[src/rtl/vapm_pkg.sv]
package vapm_pkg;

  // Configuration register indexes
  typedef enum logic [2:0] {
    REG_MODE_CONTROL    = 3'd0,
    REG_UNDERLINE_ROW   = 3'd1,
    REG_PLANE_ENABLE    = 3'd2,
    REG_PALETTE_LOW     = 3'd3,
    REG_PALETTE_HIGH    = 3'd4,
    REG_COLOR_SELECT    = 3'd5,
    REG_PALETTE_CONTROL = 3'd6,
    REG_PIXEL_MODE      = 3'd7
  } cfg_reg_t;

  localparam int CFG_INDEX_W = 3;
  localparam int CFG_DATA_W  = 48;
  localparam int PAL_ENTRY_W = 6;
  localparam int PAL_BANK_W  = 48;

  // mode_control bits
  localparam int MC_MONO  = 1;
  localparam int MC_BLINK = 3;
  localparam int MC_C256  = 6;
  localparam int MC_USE54 = 7;

  // palette_control bits
  localparam int PC_ENABLE = 0;
  localparam int PC_BYPASS = 1;
  localparam int PC_CGA    = 2;

  // pixel_mode codes; anything else behaves as four-bit pixels
  localparam logic [1:0] PIX_MODE_4  = 2'd0;
  localparam logic [1:0] PIX_MODE_8  = 2'd1;
  localparam logic [1:0] PIX_MODE_16 = 2'd2;

  localparam logic [7:0] MONO_BLANK_MASK = 8'h88;
  localparam logic [2:0] UNDERLINE_ATTR  = 3'b001;

  localparam logic [7:0] RST_MODE_CONTROL    = 8'h00;
  localparam logic [4:0] RST_UNDERLINE_ROW   = 5'd0;
  localparam logic [3:0] RST_PLANE_ENABLE    = 4'hF;
  localparam logic [2:0] RST_PALETTE_CONTROL = 3'd1;

  typedef struct packed {
    logic [7:0]            mode_control;
    logic [4:0]            underline_row;
    logic [3:0]            plane_enable;
    logic [PAL_BANK_W-1:0] palette_low;
    logic [PAL_BANK_W-1:0] palette_high;
    logic [3:0]            color_select;
    logic [2:0]            palette_control;
    logic [1:0]            pixel_mode;
  } cfg_t;

  typedef struct packed {
    logic [7:0] attribute;
    logic [4:0] char_row;
    logic       blink_phase;
    logic       pixel_on;
  } item_t;

  typedef struct packed {
    logic [15:0] dac_value;
    logic        pixel_ready;
    logic [1:0]  latch_phase;
  } result_t;

endpackage

[src/rtl/vga_attribute_pixel_mapper.sv]
// An accepted input beat passes the input register, then the result register.
// Throughput: one pixel per cycle unless stalled; an input register and a result
// register bound the single pass of attribute, palette and latch logic.
// Reset (synchronous, active high): empties both stages, clears the nibble latches
// and phase, and loads the register defaults (plane enable 0xF, palette enabled).
module vga_attribute_pixel_mapper (
  input  logic                             clk,
  input  logic                             rst,
  // configuration write port
  input  logic                             cfg_we,
  input  logic [vapm_pkg::CFG_INDEX_W-1:0] cfg_index,
  input  logic [vapm_pkg::CFG_DATA_W-1:0]  cfg_data,
  // input channel
  input  logic                             item_valid,
  output logic                             item_stall,
  input  logic [7:0]                       attribute,
  input  logic [4:0]                       char_row,
  input  logic                             blink_phase,
  input  logic                             pixel_on,
  // result channel
  output logic                             result_valid,
  input  logic                             result_stall,
  output logic [15:0]                      dac_value,
  output logic                             pixel_ready,
  output logic [1:0]                       latch_phase
);
  import vapm_pkg::*;

  cfg_t    cfg;
  item_t   item_q;
  logic    item_q_valid;
  logic    out_free;
  logic    advance;
  logic [7:0] color;
  result_t latch_res, pix_res, result_q;

  vapm_cfg u_cfg (
    .clk       (clk),
    .rst       (rst),
    .cfg_we    (cfg_we),
    .cfg_index (cfg_index),
    .cfg_data  (cfg_data),
    .cfg       (cfg)
  );

  // Stage 1: input register. It refills whenever the result stage can move.
  assign out_free   = ~result_valid | ~result_stall;
  assign item_stall = item_q_valid & ~out_free;
  assign advance    = item_q_valid & out_free;

  always_ff @(posedge clk) begin
    if (rst) begin
      item_q_valid <= 1'b0;
    end else if (!item_stall) begin
      item_q_valid <= item_valid;
    end
  end

  always_ff @(posedge clk) begin
    if (item_valid && !item_stall) begin
      item_q <= '{attribute: attribute, char_row: char_row,
                  blink_phase: blink_phase, pixel_on: pixel_on};
    end
  end

  // Colour selection, palette and colour-select / 256-colour handling
  vapm_map u_map (
    .item  (item_q),
    .cfg   (cfg),
    .color (color)
  );

  // Nibble latches for 8- and 16-bit pixels; state moves only with a beat
  vapm_latch u_latch (
    .clk        (clk),
    .rst        (rst),
    .advance    (advance),
    .pixel_mode (cfg.pixel_mode),
    .nibble     (color[3:0]),
    .result     (latch_res)
  );

  // Four-bit mode (and the unused code) passes the mapped colour straight out
  always_comb begin
    pix_res = latch_res;
    if (cfg.pixel_mode != PIX_MODE_8 && cfg.pixel_mode != PIX_MODE_16) begin
      pix_res.dac_value = {8'b0, color};
    end
  end

  // Stage 2: result register, holds while stalled
  always_ff @(posedge clk) begin
    if (rst) begin
      result_valid <= 1'b0;
    end else if (out_free) begin
      result_valid <= item_q_valid;
    end
  end

  always_ff @(posedge clk) begin
    if (advance) begin
      result_q <= pix_res;
    end
  end

  assign dac_value   = result_q.dac_value;
  assign pixel_ready = result_q.pixel_ready;
  assign latch_phase = result_q.latch_phase;

  // Input only backs up when the result register is full and held
  a_stall_cause: assert property (@(posedge clk) disable iff (rst)
    item_stall |-> (result_valid && result_stall))
    else $error("input stalled while result stage could move");

  // A pixel is complete exactly when the nibble count has wrapped to zero
  a_ready_phase: assert property (@(posedge clk) disable iff (rst)
    result_valid |-> (pixel_ready == (latch_phase == 2'd0)))
    else $error("pixel_ready disagrees with latch_phase");

  // Reset empties the result stage
  a_reset_empty: assert property (@(posedge clk)
    rst |=> !result_valid)
    else $error("result beat present after reset");

endmodule

[src/rtl/vapm_cfg.sv]
module vapm_cfg (
  input  logic                               clk,
  input  logic                               rst,
  input  logic                               cfg_we,
  input  logic [vapm_pkg::CFG_INDEX_W-1:0]   cfg_index,
  input  logic [vapm_pkg::CFG_DATA_W-1:0]    cfg_data,
  output vapm_pkg::cfg_t                     cfg
);
  import vapm_pkg::*;

  always_ff @(posedge clk) begin
    if (rst) begin
      cfg.mode_control    <= RST_MODE_CONTROL;
      cfg.underline_row   <= RST_UNDERLINE_ROW;
      cfg.plane_enable    <= RST_PLANE_ENABLE;
      cfg.palette_low     <= '0;
      cfg.palette_high    <= '0;
      cfg.color_select    <= '0;
      cfg.palette_control <= RST_PALETTE_CONTROL;
      cfg.pixel_mode      <= PIX_MODE_4;
    end else if (cfg_we) begin
      unique case (cfg_reg_t'(cfg_index))
        REG_MODE_CONTROL:    cfg.mode_control    <= cfg_data[7:0];
        REG_UNDERLINE_ROW:   cfg.underline_row   <= cfg_data[4:0];
        REG_PLANE_ENABLE:    cfg.plane_enable    <= cfg_data[3:0];
        REG_PALETTE_LOW:     cfg.palette_low     <= cfg_data[PAL_BANK_W-1:0];
        REG_PALETTE_HIGH:    cfg.palette_high    <= cfg_data[PAL_BANK_W-1:0];
        REG_COLOR_SELECT:    cfg.color_select    <= cfg_data[3:0];
        REG_PALETTE_CONTROL: cfg.palette_control <= cfg_data[2:0];
        REG_PIXEL_MODE:      cfg.pixel_mode      <= cfg_data[1:0];
      endcase
    end
  end

endmodule

[src/rtl/vapm_map.sv]
module vapm_map (
  input  vapm_pkg::item_t item,
  input  vapm_pkg::cfg_t  cfg,
  output logic [7:0]      color
);
  import vapm_pkg::*;

  logic                   mono, blink_en, c256, use54, pal_on, cga;
  logic                   fg;
  logic [3:0]             back, idx;
  logic [PAL_BANK_W-1:0]  bank;
  logic [PAL_ENTRY_W-1:0] entry;
  logic [1:0]             hi_bits;

  assign mono     = cfg.mode_control[MC_MONO];
  assign blink_en = cfg.mode_control[MC_BLINK];
  assign c256     = cfg.mode_control[MC_C256];
  assign use54    = cfg.mode_control[MC_USE54];
  assign pal_on   = cfg.palette_control[PC_ENABLE] & ~cfg.palette_control[PC_BYPASS];
  assign cga      = cfg.palette_control[PC_CGA];

  always_comb begin
    fg = item.pixel_on;
    if (mono) begin
      if (item.char_row == cfg.underline_row && item.attribute[2:0] == UNDERLINE_ATTR) begin
        fg = 1'b1;
      end
      // blanked attributes always show background
      if ((item.attribute & MONO_BLANK_MASK) == item.attribute) begin
        fg = 1'b0;
      end
    end
    if (blink_en && item.attribute[7]) begin
      fg = fg & item.blink_phase;
    end
  end

  // with blink on, attribute bit 7 is not part of the background colour
  assign back = item.attribute[7:4] & {~blink_en, 3'b111};
  assign idx  = (fg ? item.attribute[3:0] : back) & cfg.plane_enable;

  assign bank    = idx[3] ? cfg.palette_high : cfg.palette_low;
  assign entry   = bank[idx[2:0]*PAL_ENTRY_W +: PAL_ENTRY_W];
  assign hi_bits = use54 ? cfg.color_select[1:0] : entry[5:4];

  always_comb begin
    priority if (!pal_on) begin
      color = {4'b0, idx};
    end else if (cga) begin
      color = {2'b0, entry};
    end else if (c256) begin
      color = {4'b0, entry[3:0]};
    end else begin
      color = {cfg.color_select[3:2], hi_bits, entry[3:0]};
    end
  end

endmodule

[src/rtl/vapm_latch.sv]
module vapm_latch (
  input  logic              clk,
  input  logic              rst,
  input  logic              advance,
  input  logic [1:0]        pixel_mode,
  input  logic [3:0]        nibble,
  output vapm_pkg::result_t result
);
  import vapm_pkg::*;

  logic [7:0]  byte_latch, byte_latch_next;
  logic [15:0] word_latch, word_latch_next;
  logic [1:0]  nibble_phase, nibble_phase_next;

  always_comb begin
    byte_latch_next   = byte_latch;
    word_latch_next   = word_latch;
    nibble_phase_next = nibble_phase;
    unique case (pixel_mode)
      PIX_MODE_8: begin
        byte_latch_next   = {byte_latch[3:0], nibble};
        nibble_phase_next = {1'b0, ~nibble_phase[0]};
        result.dac_value  = {8'b0, byte_latch_next};
        result.pixel_ready = (nibble_phase_next == 2'd0);
        result.latch_phase = nibble_phase_next;
      end
      PIX_MODE_16: begin
        word_latch_next   = {word_latch[11:0], nibble};
        nibble_phase_next = nibble_phase + 2'd1;
        result.dac_value  = word_latch_next;
        result.pixel_ready = (nibble_phase_next == 2'd0);
        result.latch_phase = nibble_phase_next;
      end
      default: begin
        result.dac_value   = '0;
        result.pixel_ready = 1'b1;
        result.latch_phase = 2'd0;
      end
    endcase
  end

  always_ff @(posedge clk) begin
    if (rst) begin
      byte_latch   <= '0;
      word_latch   <= '0;
      nibble_phase <= '0;
    end else if (advance) begin
      byte_latch   <= byte_latch_next;
      word_latch   <= word_latch_next;
      nibble_phase <= nibble_phase_next;
    end
  end

endmodule
[config.mk]
export PLATFORM = sky130hd
export DESIGN_NAME = vga_attribute_pixel_mapper
export DESIGN_NICKNAME = d
export VERILOG_FILES = /design/src/rtl/vapm_pkg.sv /design/src/rtl/vga_attribute_pixel_mapper.sv /design/src/rtl/vapm_cfg.sv /design/src/rtl/vapm_map.sv /design/src/rtl/vapm_latch.sv
export SDC_FILE = /design/constraint.sdc
export NUM_CORES = 1
export LEC_CHECK = 0
export BUFFER_PORTS_ARGS = -buffer_cell sky130_fd_sc_hd__buf_2
export CORE_UTILIZATION = 55
export CTS_BUF_LIST = sky130_fd_sc_hd__clkbuf_8
export CTS_CLUSTER_SIZE = 30
export DETAILED_ROUTE_END_ITERATION = 10
export GPL_TIMING_DRIVEN = 0
export HOLD_SLACK_MARGIN = 0.1
export PLACE_DENSITY = 0.76
export SLEW_MARGIN = 20
export SYNTH_ARGS = -nofsm -noshare
export SYNTH_HDL_FRONTEND = slang
export SYNTH_SLANG_ARGS = --single-unit
[constraint.sdc]
create_clock -name clk -period 8.62 [get_ports clk]
set_input_delay 0 -clock clk [delete_from_list [all_inputs] [get_ports clk]]
set_output_delay 0 -clock clk [all_outputs]
set_load 0.02 [all_outputs]
==> results.py <==
metrics = {
    "status": {
        "result_of_the_run": "finished, final reports clean",
    },
    "yosys": {
        "synth_edf_count": 34,
        "synthTopCellsByArea": "sky130_fd_sc_hd__dfxtp_1, sky130_fd_sc_hd__edfxtp_1, sky130_fd_sc_hd__nand2_1",
        "post_synth_instance_area_mm2": 0.00739,
        "post_synth_fa_ha_maj_area_fraction": 0.00508,
        "synth_area_per_cell_um2": 8.72,
        "synth-simple-area-share": 0.213,
        "post-synth-top-area-fraction": 0.374,
        "post_synth_net_total": 922,
        "synthFlopType": "sky130_fd_sc_hd__dfxtp_1",
        "synthesis.instances": 848,
        "synth_top_cell_by_area": "sky130_fd_sc_hd__dfxtp_1",
        "yosys.cell_count.top_type": "sky130_fd_sc_hd__nand2_1",
        "dominant_combinational_cell_family_by_area_after_synthesis": "simple AND/OR/NAND/NOR gates",
        "synthXorXnorAreaFrac": 0.00711,
        "synth.distinct_cells": 57,
        "synthTopCellsByCount": "sky130_fd_sc_hd__nand2_1, sky130_fd_sc_hd__dfxtp_1, sky130_fd_sc_hd__a21oi_1, sky130_fd_sc_hd__mux2i_1, sky130_fd_sc_hd__nor2_1",
        "synth.mux.area_fraction": 0.0878,
        "postSynthRegisterBits": 172,
        "synth_compound_area_frac": 0.139,
        "async_set_or_reset_register_ratio_after_synthesis": 0,
        "yosys_warnings": 0,
        "synth.yosys.seq_area_share": 0.512,
    },
    "sta": {
        "hold_viol_final": 0,
        "final.period_utilization": 0.457,
        "period_needed_ps": 3940,
        "worst_pin_slew_ps": 973,
        "setup-tns-final_ps": 0,
        "worst_skew_ps": 8.33,
        "whs_ps": 228,
        "remaining_max_slew_budget_at_the_tightest_pin": 0.350,
        "timing_max_transition_violations_final": 0,
        "setup_violations": 0,
        "unrepaired_setup_endpoints_after_global_routing": "false",
        "fmaxAchievable_mhz": 254,
    },
    "route": {
        "wire_per_inst_um": 17.8,
        "drt_wl_total_mm": 21.6,
        "drc": 0,
        "detail_route.first_pass.iterations": 7,
        "drt_iter0_markers": 703,
        "vias": 6875,
        "route.antenna.remaining_nets": 0,
        "average_via_count_per_standard_cell": 5.67,
    },
    "clock_network": {
        "holdBufCountCts": 72,
        "tritoncts": "built",
        "insertion_delay_ps": 470,
        "ctsResizeCount": 0,
        "setup_bufs_post_cts": 0,
        "ctsLongestPathBuffers": 2,
        "clockRootBuffer": "sky130_fd_sc_hd__clkbuf_8",
        "h_tree_levels": 4,
        "cts.sinks": 172,
        "clkSlewWorstSetupHoldPaths_ps": 90,
        "cts-buffers-inserted": 17,
    },
    "min_path": {
        "worst_hold_path.endpoint": "u_cfg.cfg[13]",
        "min_delay_path_depth": 3,
        "hp-start": "rst",
        "timing.hold.worst.class": "input pin to flop",
    },
    "grt": {
        "grt_max_degree": 21,
        "grt-ovfl-total": 0,
        "groute.usage.overall": 0.320,
        "grt_antenna_before_repair": 1,
        "grt_pass1_vias": 6691,
        "global_route_wire_length_before_repair_mm": 33.9,
    },
    "place": {
        "routabilityCongestion": 0.951,
        "dpl_cell_area_mm2": 0.00805,
        "port_buffers": 87,
        "place_hpwl_mm": 14.6,
    },
    "pwr": {
        "vdd_drop_max_mv": 0.130,
        "power_density_mw_per_mm2": 173,
        "power.static_leakage_uw": 0.00343,
    },
    "layout": {
        "syn2layout_area_growth_pct": 23.4,
        "fin_nets": 1100,
        "drive_above_1_share": 0.139,
        "num-fill-cells": 1040,
        "utilization": 0.709,
        "postLayoutCellArea_mm2": 0.00912,
    },
    "setup_path": {
        "timing.rr.end": "dac_value[0]",
        "cp-end-kind": "flop",
        "critical-path-slowest-cell": "sky130_fd_sc_hd__or4_1",
        "critical_path.max_fanout": 7,
        "cp.required_ps": 8830,
        "crit_path_start_kind": "flop",
        "timing.critical_path.cells": "or3b_1 -> or4_1 -> buf_2 -> o2111ai_1 -> nand2_1 -> a21oi_1 -> a221oi_1 -> o41a_1 -> a31oi_1 -> nor2_1",
        "timing_worst_setup_path_type": "flop to flop",
        "crit-reg2reg-launch": "item_q[8]",
        "critPathMaxStageDelay_ps": 590,
        "timing.reg2reg.setup_slack_ps": 4680,
        "r2r.worst_path.cells": 10,
        "critPathArrivalTime_ps": 4150,
    },
    "die": {
        "rows": 41,
        "die_h_um": 118,
        "chipWidth_um": 118,
        "effective_utilization_at_floorplan": 0.574,
        "io_pins": 92,
        "core-area_mm2": 0.0129,
        "die-area_mm2": 0.0139,
    },
    "job": {
        "cap_violations": 0,
    },
}
## layer usage
layer	wire [µm]	global-route usage	vias to the layer above	share of wire
li1	-	-	3274	-
met1	8830	0.390	3207	0.41
met2	10100	0.534	326	0.47
met3	1850	0.0722	68	0.086
met4	784	0.154	0	0.036
met5	0	0	-	0
## placed cells by master, fill, tap and decap left out, types with 5 or more instances in the layout
master                            n
sky130_fd_sc_hd__nor3_1           6
sky130_fd_sc_hd__nand2_1        248
sky130_fd_sc_hd__a211o_1          5
sky130_fd_sc_hd__buf_2           96
sky130_fd_sc_hd__buf_1            7
sky130_fd_sc_hd__nor2_1          46
sky130_fd_sc_hd__dlygate4sd3_1   72
sky130_fd_sc_hd__o21ai_0          7
sky130_fd_sc_hd__mux2i_1         57
sky130_fd_sc_hd__mux2_2           7
sky130_fd_sc_hd__and3_1          11
sky130_fd_sc_hd__nor2b_1          7
sky130_fd_sc_hd__nand3_1         16
sky130_fd_sc_hd__inv_1            9
sky130_fd_sc_hd__nand4_1          7
sky130_fd_sc_hd__edfxtp_1        34
sky130_fd_sc_hd__clkbuf_1        38
sky130_fd_sc_hd__clkbuf_8        18
sky130_fd_sc_hd__a21oi_1        113
sky130_fd_sc_hd__and2_1           9
sky130_fd_sc_hd__a211oi_1         7
sky130_fd_sc_hd__dfxtp_1        138
## through the flow
step | total power (µW) | std cells | setup WS, ps
4_1_cts | 1580 | 1211 | 4820
2_1_floorplan | 974 | 848 | 5560
5_1_grt | 1630 | 1212 | 4590
3_3_place_gp | 1040 | 1107 | 4840
3_5_place_dp | 1040 | 1107 | 4840
6_report | 1580 | 1212 | 4680
## cell type report
class / count / area (µm²) / share of cell area
inverters: 7 / 26.3 / 0.00288
repair buffers: 159 / 1160 / 0.127
diodes: 1 / 2.50 / 0.000274
clock buffers: 18 / 248 / 0.0272
clock inverters: 14 / 106 / 0.0117
multi-input cells: 611 / 3340 / 0.366
plain buffers: 58 / 248 / 0.0272
flip-flops and latches: 172 / 3780 / 0.415
well taps: 172 / 215 / 0.0236
## sequential cells by signal, indices dropped and copies added (netlist names)
register              count
latch_phase               2
pixel_ready               1
u_latch.word_latch       12
item_q                   15
result_valid              1
u_latch.byte_latch        4
u_latch.nibble_phase      2
dac_value                16
item_q_valid              1
u_cfg.cfg               118
## where the power goes
| part | switching (µW) | total (µW) | internal, µW |
|---|---|---|---|
| Sequential | 12.5 | 854 | 842 |
| Combinational | 117 | 197 | 80.2 |
| Clock | 298 | 529 | 231 |
## logic make-up after synthesis
family,after synthesis
and+or+nand+nor,368
DFF,172
AOI/OAI and AO/OA,170
buffers and inverters,65
muxes,64
xor gates and xnor gates,6
adders and majority gates,3
## critical path: cells and delay by family, from the launching register on
family,cells,cell delay (ps)
simple gates,4,1420
compound gates,5,1650
flops,1,400
buf+inv,1,200
## how the worst max path moves through the flow
stage              start            to  cells past startpoint
6_report       item_q[8]  dac_value[0]                     10
5_1_grt        item_q[8]  dac_value[2]                     11
3_5_place_dp   item_q[8]  dac_value[0]                     10
4_1_cts        item_q[8]  dac_value[0]                     10
3_3_place_gp   item_q[8]  dac_value[0]                     10
2_1_floorplan  item_q[8]  dac_value[0]                     10
No activity file was read; power rests on OpenSTA's default activity.
